`src/hdl/mst_pkg.sv`:
```
// Shared types, codes and the type-byte decode table for the MessagePack structure tracker.
// Used by the controller, the datapath and the top level.
package mst_pkg;

   localparam int DEFAULT_MAX_DEPTH = 16;

   localparam logic [1:0] ROLE_TYPE    = 2'd0;
   localparam logic [1:0] ROLE_LENGTH  = 2'd1;
   localparam logic [1:0] ROLE_PAYLOAD = 2'd2;

   localparam logic [3:0] KIND_UINT  = 4'd0;
   localparam logic [3:0] KIND_INT   = 4'd1;
   localparam logic [3:0] KIND_FLOAT = 4'd2;
   localparam logic [3:0] KIND_NIL   = 4'd3;
   localparam logic [3:0] KIND_UNDEF = 4'd4;
   localparam logic [3:0] KIND_BOOL  = 4'd5;
   localparam logic [3:0] KIND_BIN   = 4'd6;
   localparam logic [3:0] KIND_EXT   = 4'd7;
   localparam logic [3:0] KIND_STR   = 4'd8;
   localparam logic [3:0] KIND_ARRAY = 4'd9;
   localparam logic [3:0] KIND_MAP   = 4'd10;

   localparam logic [7:0] FIXMAP_BASE = 8'h80;
   localparam logic [7:0] NEGFIX_BASE = 8'hE0;

   typedef struct packed {
      logic [3:0] kind;
      logic [2:0] hdr;     // length field bytes that follow
      logic [3:0] pay;     // fixed payload bytes that follow
      logic       fixlen;  // length comes from the type byte
      logic [4:0] flen;
   } type_dec_type;

   // controller -> datapath
   typedef struct packed {
      logic decode;    // take the word on the input channel
      logic pop;       // drop the top level
      logic dec_top;   // decrement the top count
      logic set_root;
      logic emit;      // load the output register
   } cmd_type;

   // datapath -> controller
   typedef struct packed {
      logic dec_done;   // word being decoded completes an element
      logic level_zero;
      logic top_one;
      logic out_free;
   } status_type;

   function automatic type_dec_type decode_type(input logic [7:0] b);
      type_dec_type d;
      d = '0;
      if (b < FIXMAP_BASE) begin
         d.kind = KIND_UINT;
      end else if (b >= NEGFIX_BASE) begin
         d.kind = KIND_INT;
      end else if (b < 8'h90) begin
         d.kind = KIND_MAP;   d.fixlen = 1'b1; d.flen = {1'b0, b[3:0]};
      end else if (b < 8'hA0) begin
         d.kind = KIND_ARRAY; d.fixlen = 1'b1; d.flen = {1'b0, b[3:0]};
      end else if (b < 8'hC0) begin
         d.kind = KIND_STR;   d.fixlen = 1'b1; d.flen = b[4:0];
      end else begin
         case (b)
            8'hC0: d.kind = KIND_NIL;
            8'hC1: d.kind = KIND_UNDEF;
            8'hC2, 8'hC3: d.kind = KIND_BOOL;
            8'hC4: begin d.kind = KIND_BIN;   d.hdr = 3'd1; end
            8'hC5: begin d.kind = KIND_BIN;   d.hdr = 3'd2; end
            8'hC6: begin d.kind = KIND_BIN;   d.hdr = 3'd4; end
            8'hC7: begin d.kind = KIND_EXT;   d.hdr = 3'd1; end
            8'hC8: begin d.kind = KIND_EXT;   d.hdr = 3'd2; end
            8'hC9: begin d.kind = KIND_EXT;   d.hdr = 3'd4; end
            8'hCA: begin d.kind = KIND_FLOAT; d.pay = 4'd4; end
            8'hCB: begin d.kind = KIND_FLOAT; d.pay = 4'd8; end
            8'hCC: begin d.kind = KIND_UINT;  d.pay = 4'd1; end
            8'hCD: begin d.kind = KIND_UINT;  d.pay = 4'd2; end
            8'hCE: begin d.kind = KIND_UINT;  d.pay = 4'd4; end
            8'hCF: begin d.kind = KIND_UINT;  d.pay = 4'd8; end
            8'hD0: begin d.kind = KIND_INT;   d.pay = 4'd1; end
            8'hD1: begin d.kind = KIND_INT;   d.pay = 4'd2; end
            8'hD2: begin d.kind = KIND_INT;   d.pay = 4'd4; end
            8'hD3: begin d.kind = KIND_INT;   d.pay = 4'd8; end
            8'hD4: begin d.kind = KIND_EXT; d.fixlen = 1'b1; d.flen = 5'd1;  end
            8'hD5: begin d.kind = KIND_EXT; d.fixlen = 1'b1; d.flen = 5'd2;  end
            8'hD6: begin d.kind = KIND_EXT; d.fixlen = 1'b1; d.flen = 5'd4;  end
            8'hD7: begin d.kind = KIND_EXT; d.fixlen = 1'b1; d.flen = 5'd8;  end
            8'hD8: begin d.kind = KIND_EXT; d.fixlen = 1'b1; d.flen = 5'd16; end
            8'hD9: begin d.kind = KIND_STR;   d.hdr = 3'd1; end
            8'hDA: begin d.kind = KIND_STR;   d.hdr = 3'd2; end
            8'hDB: begin d.kind = KIND_STR;   d.hdr = 3'd4; end
            8'hDC: begin d.kind = KIND_ARRAY; d.hdr = 3'd2; end
            8'hDD: begin d.kind = KIND_ARRAY; d.hdr = 3'd4; end
            8'hDE: begin d.kind = KIND_MAP;   d.hdr = 3'd2; end
            default: begin d.kind = KIND_MAP; d.hdr = 3'd4; end
         endcase
      end
      return d;
   endfunction

endpackage

```
`src/hdl/mst_ctrl.sv`:
```
// Sequencer for the structure tracker: decode, level pops, output hand-off.
// Depends on mst_pkg.
module mst_ctrl (
   input  logic               clock,
   input  logic               reset,
   input  logic               req_tvalid,
   output logic               req_tready,
   input  mst_pkg::status_type st,
   output mst_pkg::cmd_type    cmd
);

   localparam logic [1:0] S_IDLE = 2'd0;
   localparam logic [1:0] S_POP  = 2'd1;
   localparam logic [1:0] S_EMIT = 2'd2;

   logic [1:0] state_ff, state_in;

   always_comb begin
      state_in   = state_ff;
      cmd        = '0;
      req_tready = 1'b0;
      case (state_ff)
         S_IDLE: begin
            req_tready = 1'b1;
            if (req_tvalid) begin
               cmd.decode = 1'b1;
               state_in   = st.dec_done ? S_POP : S_EMIT;
            end
         end
         S_POP: begin
            // one level per cycle until a count stays nonzero or the stack empties
            if (st.level_zero) begin
               cmd.set_root = 1'b1;
               state_in     = S_EMIT;
            end else if (st.top_one) begin
               cmd.pop = 1'b1;
            end else begin
               cmd.dec_top = 1'b1;
               state_in    = S_EMIT;
            end
         end
         S_EMIT: begin
            if (st.out_free) begin
               cmd.emit = 1'b1;
               state_in = S_IDLE;
            end
         end
         default: state_in = S_IDLE;
      endcase
   end

   always_ff @(posedge clock) begin
      if (reset) begin
         state_ff <= S_IDLE;
      end else begin
         state_ff <= state_in;
      end
   end

endmodule

```
`src/hdl/mst_datapath.sv`:
```
// Datapath of the structure tracker: length/payload counters, child-count stack,
// result register and configuration register. Depends on mst_pkg.
module mst_datapath #(
   parameter int MAX_DEPTH = mst_pkg::DEFAULT_MAX_DEPTH,
   parameter int DEPTH_W   = $clog2(MAX_DEPTH + 1)
) (
   input  logic               clock,
   input  logic               reset,
   input  logic [7:0]         in_byte,
   input  logic               csr_valid,
   input  logic               csr_data,
   input  mst_pkg::cmd_type    cmd,
   output mst_pkg::status_type st,
   output logic               out_valid,
   input  logic               out_ready,
   output logic [1:0]         out_role,
   output logic [3:0]         out_kind,
   output logic [DEPTH_W-1:0] out_depth,
   output logic [31:0]        out_len,
   output logic               out_len_valid,
   output logic               out_done,
   output logic               out_root,
   output logic               out_error
);

   localparam int IDX_W = (MAX_DEPTH > 1) ? $clog2(MAX_DEPTH) : 1;

   logic [32:0]        counts_ff [MAX_DEPTH];
   logic [DEPTH_W-1:0] level_ff, level_in;
   logic [2:0]         hl_ff, hl_in;
   logic [31:0]        acc_ff, acc_in;
   logic [32:0]        pl_ff, pl_in;
   logic [3:0]         kind_ff, kind_in;
   logic               err_ff, err_in;
   logic               nest_ff;

   // result being built
   logic [1:0]  r_role_ff, r_role_in;
   logic [31:0] r_len_ff, r_len_in;
   logic        r_lv_ff, r_lv_in;
   logic        r_done_ff, r_done_in;
   logic        r_root_ff;

   logic               push;
   logic [32:0]        push_cnt;
   logic [IDX_W-1:0]   top_idx;
   logic [32:0]        top_cnt;
   mst_pkg::type_dec_type d;
   logic               fin;
   logic [31:0]        fin_len;

   logic               ov_ff;

   assign d       = mst_pkg::decode_type(in_byte);
   assign top_idx = IDX_W'(level_ff - DEPTH_W'(1));
   assign top_cnt = counts_ff[top_idx];

   always_comb begin
      level_in  = level_ff;
      hl_in     = hl_ff;
      acc_in    = acc_ff;
      pl_in     = pl_ff;
      kind_in   = kind_ff;
      err_in    = err_ff;
      r_role_in = mst_pkg::ROLE_TYPE;
      r_len_in  = '0;
      r_lv_in   = 1'b0;
      r_done_in = 1'b0;
      fin       = 1'b0;
      fin_len   = '0;
      push      = 1'b0;
      push_cnt  = '0;
      if (hl_ff != 3'd0) begin
         r_role_in = mst_pkg::ROLE_LENGTH;
         acc_in    = {acc_ff[23:0], in_byte};
         hl_in     = hl_ff - 3'd1;
         if (hl_ff == 3'd1) begin
            fin     = 1'b1;
            fin_len = acc_in;
         end
      end else if (pl_ff != 33'd0) begin
         r_role_in = mst_pkg::ROLE_PAYLOAD;
         pl_in     = pl_ff - 33'd1;
         r_done_in = (pl_ff == 33'd1);
      end else begin
         kind_in = d.kind;
         if (d.hdr != 3'd0) begin
            hl_in  = d.hdr;
            acc_in = '0;
         end else if (d.fixlen) begin
            fin     = 1'b1;
            fin_len = {27'd0, d.flen};
         end else if (d.pay != 4'd0) begin
            pl_in = {29'd0, d.pay};
         end else begin
            r_done_in = 1'b1;
         end
      end
      if (fin) begin
         r_lv_in  = 1'b1;
         r_len_in = fin_len;
         case (kind_in)
            mst_pkg::KIND_STR, mst_pkg::KIND_BIN: begin
               pl_in     = {1'b0, fin_len};
               r_done_in = (fin_len == 32'd0);
            end
            mst_pkg::KIND_EXT: begin
               pl_in = {1'b0, fin_len} + 33'd1;  // ext type byte counts as payload
            end
            mst_pkg::KIND_ARRAY, mst_pkg::KIND_MAP: begin
               push_cnt = (kind_in == mst_pkg::KIND_MAP) ? {fin_len, 1'b0} : {1'b0, fin_len};
               if (!nest_ff || push_cnt == 33'd0) begin
                  r_done_in = 1'b1;
               end else if (level_ff >= DEPTH_W'(MAX_DEPTH)) begin
                  err_in    = 1'b1;
                  r_done_in = 1'b1;
               end else begin
                  push     = 1'b1;
                  level_in = level_ff + DEPTH_W'(1);
               end
            end
            default: r_done_in = 1'b1;
         endcase
      end
   end

   always_comb begin
      st.dec_done   = r_done_in;
      st.level_zero = (level_ff == '0);
      st.top_one    = (top_cnt == 33'd1);
      st.out_free   = !ov_ff || out_ready;
   end

   always_ff @(posedge clock) begin
      if (reset) begin
         level_ff  <= '0;
         hl_ff     <= '0;
         acc_ff    <= '0;
         pl_ff     <= '0;
         kind_ff   <= mst_pkg::KIND_UINT;
         err_ff    <= 1'b0;
         nest_ff   <= 1'b1;
         ov_ff     <= 1'b0;
         r_root_ff <= 1'b0;
      end else begin
         if (csr_valid) begin
            nest_ff <= csr_data;
         end
         if (cmd.decode) begin
            level_ff  <= level_in;
            hl_ff     <= hl_in;
            acc_ff    <= acc_in;
            pl_ff     <= pl_in;
            kind_ff   <= kind_in;
            err_ff    <= err_in;
            r_root_ff <= 1'b0;
         end
         if (cmd.pop) begin
            level_ff <= level_ff - DEPTH_W'(1);
         end
         if (cmd.set_root) begin
            r_root_ff <= 1'b1;
         end
         if (cmd.emit) begin
            ov_ff <= 1'b1;
         end else if (out_ready) begin
            ov_ff <= 1'b0;
         end
      end
   end

   always_ff @(posedge clock) begin
      if (cmd.decode) begin
         r_role_ff <= r_role_in;
         r_len_ff  <= r_len_in;
         r_lv_ff   <= r_lv_in;
         r_done_ff <= r_done_in;
         if (push) begin
            counts_ff[level_ff[IDX_W-1:0]] <= push_cnt;
         end
      end
      if (cmd.dec_top) begin
         counts_ff[top_idx] <= top_cnt - 33'd1;
      end
      if (cmd.emit) begin
         out_role      <= r_role_ff;
         out_kind      <= kind_ff;
         out_depth     <= level_ff;
         out_len       <= r_len_ff;
         out_len_valid <= r_lv_ff;
         out_done      <= r_done_ff;
         out_root      <= r_root_ff;
         out_error     <= err_ff;
      end
   end

   assign out_valid = ov_ff;

endmodule

```
`src/hdl/msgpack_stream_structure_tracker_top.sv`:
```
// Top level of the MessagePack stream structure tracker.
// Instantiates mst_ctrl and mst_datapath; depends on mst_pkg.
//
// Usage:
//   req_*  : one encoded stream byte per word in req_tdata.
//   rsp_*  : one result word per input word, in order. rsp_tuser carries the
//            byte role and value kind, rsp_tdata the depth, length and flags.
//   csr_*  : write of track_nesting (csr_data), taken whenever csr_valid is
//            high; write it only while no word is in flight.
// Timing: a word is taken in the idle state and its result is registered; it is
// then loaded into the output register in the emit state. A byte that completes
// an element first walks the child-count stack one level per cycle.
// The output register holds its word while rsp_tready is low; the next byte is
// taken meanwhile, and its result waits until the register is freed.
// Reset clears the stack level, counters and sticky error and sets
// track_nesting to 1; no stack clearing pass is needed.
module msgpack_stream_structure_tracker_top #(
   parameter  int MAX_DEPTH = mst_pkg::DEFAULT_MAX_DEPTH,
   localparam int DEPTH_W   = $clog2(MAX_DEPTH + 1),
   localparam int RSP_DW    = ((DEPTH_W + 36 + 7) / 8) * 8
) (
   input  logic              clock,
   input  logic              reset,
   input  logic              req_tvalid,
   output logic              req_tready,
   input  logic [7:0]        req_tdata,   // stream_byte
   output logic              rsp_tvalid,
   input  logic              rsp_tready,
   // nest_depth, length_value[31:0], length_valid, element_done, root_done,
   // error_flag, zero fill
   output logic [RSP_DW-1:0] rsp_tdata,
   output logic [5:0]        rsp_tuser,   // byte_role[1:0], value_kind[3:0]
   input  logic              csr_valid,
   output logic              csr_ready,
   input  logic              csr_data     // track_nesting
);

   mst_pkg::cmd_type    cmd;
   mst_pkg::status_type st;

   logic [1:0]         role;
   logic [3:0]         kind;
   logic [DEPTH_W-1:0] depth;
   logic [31:0]        len;
   logic               len_valid, done, root, err;

   assign csr_ready = 1'b1;

   mst_ctrl u_ctrl (
      .clock      (clock),
      .reset      (reset),
      .req_tvalid (req_tvalid),
      .req_tready (req_tready),
      .st         (st),
      .cmd        (cmd)
   );

   mst_datapath #(
      .MAX_DEPTH (MAX_DEPTH),
      .DEPTH_W   (DEPTH_W)
   ) u_dp (
      .clock         (clock),
      .reset         (reset),
      .in_byte       (req_tdata),
      .csr_valid     (csr_valid),
      .csr_data      (csr_data),
      .cmd           (cmd),
      .st            (st),
      .out_valid     (rsp_tvalid),
      .out_ready     (rsp_tready),
      .out_role      (role),
      .out_kind      (kind),
      .out_depth     (depth),
      .out_len       (len),
      .out_len_valid (len_valid),
      .out_done      (done),
      .out_root      (root),
      .out_error     (err)
   );

   assign rsp_tuser = {kind, role};
   assign rsp_tdata = RSP_DW'({err, root, done, len_valid, len, depth});

endmodule

```
`config.mk`:
```
export PLATFORM = sky130hd
export DESIGN_NAME = msgpack_stream_structure_tracker_top
export DESIGN_NICKNAME = d
export VERILOG_FILES = /design/src/hdl/mst_pkg.sv /design/src/hdl/mst_ctrl.sv /design/src/hdl/mst_datapath.sv /design/src/hdl/msgpack_stream_structure_tracker_top.sv
export SDC_FILE = /design/constraint.sdc
export NUM_CORES = 1
export LEC_CHECK = 0
export ABC_CLOCK_PERIOD_IN_PS = 8500
export BUFFER_PORTS_ARGS = -buffer_cell sky130_fd_sc_hd__buf_2
export CAP_MARGIN = 40
export CELL_PAD_IN_SITES_DETAIL_PLACEMENT = 0
export CELL_PAD_IN_SITES_GLOBAL_PLACEMENT = 2
export CORE_MARGIN = 8
export CORE_UTILIZATION = 46
export DETAILED_ROUTE_END_ITERATION = 10
export MAX_ROUTING_LAYER = met4
export PLACE_DENSITY_LB_ADDON = 0.1
export SYNTH_ARGS = -nofsm -noshare
export SYNTH_HDL_FRONTEND = slang
export SYNTH_SLANG_ARGS = --single-unit
```
`constraint.sdc`:
```
create_clock -name clock -period 8.5 [get_ports clock]
set_clock_uncertainty 0.05 [all_clocks]
set_input_delay 0.425 -clock clock [delete_from_list [all_inputs] [get_ports clock]]
set_output_delay 0.425 -clock clock [all_outputs]
set_load 0.03 [all_outputs]
```
==> impl_metrics.tcl <==
set metrics [dict create \
    run_status "completed" \
    cts_max_level 3 \
    filler_cell_count 5522 \
    post_cts_hold_buffer_count 2 \
    wire_length_of_the_first_global_routing_pass_mm 122 \
    root_buffer "clkbuf_16" \
    drive_above_1_share_pct 21.2 \
    grt_antenna_before_repair 0 \
    grt_remaining_overflow 0 \
    starting_density_pct 46.5 \
    crit_chain "inv_1, ha_4, xor2_4, buf_4, mux2i_1, mux2i_1, nor4_1, nand4_1, or3_4, nand2b_2, buf_4, o32a_1, nor2_4, buf_4" \
    routed-via-count 18400 \
    clk-insertion-delay-late_ns 0.63 \
    detail_route.iter0.violations 1833 \
    synth-seq-cells 686 \
    ys_seq_area_share_pct 65.0 \
    cts-buffers-inserted 75 \
    grt_max_degree 64 \
    maximum_clock_rate_mhz 157 \
    via_per_inst 5.98 \
    detail_route.wl_per_cell_microns 26.3 \
    timing.hold.worst_endpoint "u_ctrl.state_ff[1]" \
    timing.critical_path.to_type "flip-flop" \
    max-cap-violations 0 \
    critical_path_depth 14 \
    share_seq_of_total_power_pct 51.9 \
    timing_worst_setup_path_type "reg -> reg" \
    worst_hold_launch "req_tvalid" \
    power.static_leakage_nw 11.5 \
    postCtsSetupBuffers 0 \
    area_growth_pct 13.3 \
    critPathLaunchType "flip-flop" \
    core.rowCount 94 \
    final.hold.worst_slack_ns 0.122 \
    cell_family_with_the_largest_share_of_critical_path_delay "simple AND/OR/NAND/NOR gates" \
    layout.nets 2185 \
    track_usage_pct 22.3 \
    power_switching_share_pct 21.5 \
    async_reset_ff_share_pct 0 \
    ctsLongestPathBuffers 3 \
    layout_min_cycle_time_ns 6.36 \
    portBuffers 62 \
    critical-path-max-stage-delay_ns 0.62 \
    critical_path.n_buffers_inverters 4 \
    synth-main-ff-cell "edfxtp_1" \
    die_x_microns 274 \
    critical_path.slowest_cell "buf_4" \
    cts_num_sinks 686 \
    syn_avg_cell_area_sq_um 14.8 \
    remaining_drc_errors 0 \
    syn-cell-area_sq_mm 0.0305 \
    post_route_setup_tns_ns 0 \
    cts.reportedPaths.clkPinSlew_ns 0.06 \
    synth_enable_flop_cells 611 \
    finalCritPeriodShare_pct 74.8 \
    required_ns 8.78 \
    timing_max_transition_violations_final 0 \
    routabilityCongestion 0.845 \
    path_common_cell "buf_4" \
    setup-violations-final 0 \
    clock_power_share_pct 44.6 \
    yosysWarnings 0 \
    netlist_instances 2069 \
    cts_tree "yes" \
    post_cts.resized_instances 0 \
    rsz0062_at_grt "no" \
    regToRegStartpoint "u_dp.level_ff[0]" \
    peakVddDrop_mv 0.163 \
    power.density_mw_per_mm2 205 \
    dpl.hpwl_mm 52.3 \
    grt_pass1_vias 18300 \
    die_area_sq_mm 0.0749 \
    setup.worst_path.start "u_dp.level_ff[0]" \
    timing.reg2reg.setup_slack_ns 2.14 \
    timing.critical_path.arrival_ns 6.63 \
    relative_slew_slack_pct 34.0 \
    final-hold-violation-count 0 \
    timing.reg2reg.worst_path_depth 14 \
    r2r-end "u_dp.counts_ff[13][26]" \
    switchingPower_mw 1.52 \
    pwr-share-comb_pct 3.4 \
    floorplan.io_pins 71 \
    whs_path_depth 3 \
    synth.lib_cells_used.distinct 92 \
    antennaDiodeCount 0 \
    cell_internal_pwr_mw 5.57 \
    detail_route.first_pass.iterations 5 \
    core-area_sq_mm 0.0657 \
    antenna_left 0 \
    detail_route.wirelength_mm 81.2 \
    maximum_fanout_along_the_worst_path 63 \
    worst_pin_slew_ns 0.991 \
    holdCritPathClass "in -> reg" \
    die_height_microns 274 \
]
[how the worst max path moves through the flow]
| stage | end |
|---|---|
| 2_1_floorplan | u_dp.counts_ff[0][0] |
| 3_3_place_gp | u_dp.counts_ff[1][31] |
| 3_5_place_dp | u_dp.counts_ff[13][12] |
| 4_1_cts | u_dp.counts_ff[13][26] |
| 5_1_grt | u_dp.counts_ff[13][26] |
| 6_report | u_dp.counts_ff[13][26] |
[worst register-to-register path, delay by kind of cell, from the launching register on]
family | cells | cell delay, ns
AND/OR/NAND/NOR | 5 | 1.89
flip-flops | 1 | 0.59
adder cells (fa/ha/maj) | 1 | 0.25
XOR/XNOR | 1 | 0.32
AO/OA/AOI/OAI | 1 | 0.53
multiplexers | 2 | 0.66
buffers and inverters | 4 | 1.75
[cell families after synthesis]
| group | Yosys count | synth area share, % |
|---|---|---|
| multiplexers | 214 | 13.0 |
| AO/OA/AOI/OAI | 345 | 7.53 |
| other | 2 | 0.0246 |
| AND/OR/NAND/NOR | 566 | 9.42 |
| adder cells (fa/ha/maj) | 11 | 0.451 |
| flip-flops | 686 | 65.0 |
| XOR/XNOR | 52 | 1.58 |
| buffers and inverters | 193 | 3.01 |
[cells in the final DEF (no fill, tap or decap), types with 39 or more instances in the layout]
master	Yosys	layout
buf_4	15	70
xnor2_1	40	39
o21ai_0	104	102
nor2_1	151	135
buf_2	27	67
nand2_1	130	130
nor3_1	60	60
clkbuf_16	0	77
a21oi_1	51	51
inv_1	48	48
edfxtp_1	611	611
dfxtp_1	75	74
mux2i_1	65	65
nand3_1	54	54
mux4_2	146	146
[through the flow]
stage | instance area [sq um] | util (%) | setup slack [ns] | cells | power, mW
floorplan | 30600 | - | 1.32 | 2075 | 3.93
global placement | 31900 | 48.5 | 1.76 | 2922 | 4.00
detailed placement | 32200 | 49.0 | 2.16 | 2943 | 4.00
CTS | 34600 | 52.6 | 2.13 | 3079 | 7.17
global route | 34600 | 52.6 | 1.89 | 3081 | 7.33
finish | 34600 | 52.6 | 2.14 | 3081 | 7.10
[Yosys cell counts (20+ instances only)]
| library cell | count | area share, % |
|---|---|---|
| nor4_1 | 28 | 0.57 |
| o21ai_1 | 20 | 0.33 |
| nand2_1 | 130 | 1.6 |
| mux2i_1 | 65 | 2.1 |
| clkbuf_1 | 81 | 1.0 |
| mux4_2 | 146 | 11 |
| a22oi_1 | 34 | 0.84 |
| a21oi_1 | 51 | 0.84 |
| nand4_1 | 21 | 0.43 |
| inv_1 | 48 | 0.59 |
| nor3_1 | 60 | 0.98 |
| nor2_1 | 151 | 1.9 |
| nand3_1 | 54 | 0.88 |
| xnor2_1 | 40 | 1.1 |
| edfxtp_1 | 611 | 60 |
| buf_2 | 27 | 0.44 |
| dfxtp_1 | 75 | 4.9 |
| o21ai_0 | 104 | 1.7 |
[state kept, by name, indices dropped and copies added (netlist names), 2 cells and up]
name             flops
u_dp.hl_ff           3
u_dp.out_kind        4
u_dp.counts_ff     528
u_dp.out_depth       5
u_dp.out_len        32
u_dp.kind_ff         4
u_dp.out_role        2
u_dp.acc_ff         24
u_dp.level_ff        5
u_dp.r_len_ff       32
u_dp.r_role_ff       2
u_dp.pl_ff          33
u_ctrl.state_ff      2
[layer usage]
| metal | global-route usage (%) | share of wire, % | wire (microns) | vias up |
|---|---|---|---|---|
| li1 | - | - | - | 8315 |
| met1 | 30.1 | 44 | 35500 | 9448 |
| met2 | 35.7 | 49 | 40100 | 528 |
| met3 | 3.20 | 5.0 | 4070 | 125 |
| met4 | 5.07 | 1.9 | 1550 | 0 |
| met5 | - | 0 | 0 | - |
[layout make-up]
cell class | instances | area [sq um] | area share, %
sequential | 686 | 19900 | 57.4
multi-input combinational | 1196 | 9980 | 28.8
clock buffer | 90 | 2000 | 5.77
timing repair buffer | 150 | 1130 | 3.26
tap | 864 | 1080 | 3.12
clock inverter | 44 | 380 | 1.10
inverter | 51 | 193 | 0.557
[power by group through the flow]
stage / clock, mW / combinational (mW) / sequential [mW]
after global placement: 0 / 0.243 / 3.76
after CTS: 3.24 / 0.246 / 3.69
after floorplan: 0 / 0.163 / 3.77
after global routing: 3.37 / 0.270 / 3.69
final: 3.17 / 0.244 / 3.69
after detailed placement: 0 / 0.244 / 3.76
Note: power is estimated with default switching activity, not from simulation.
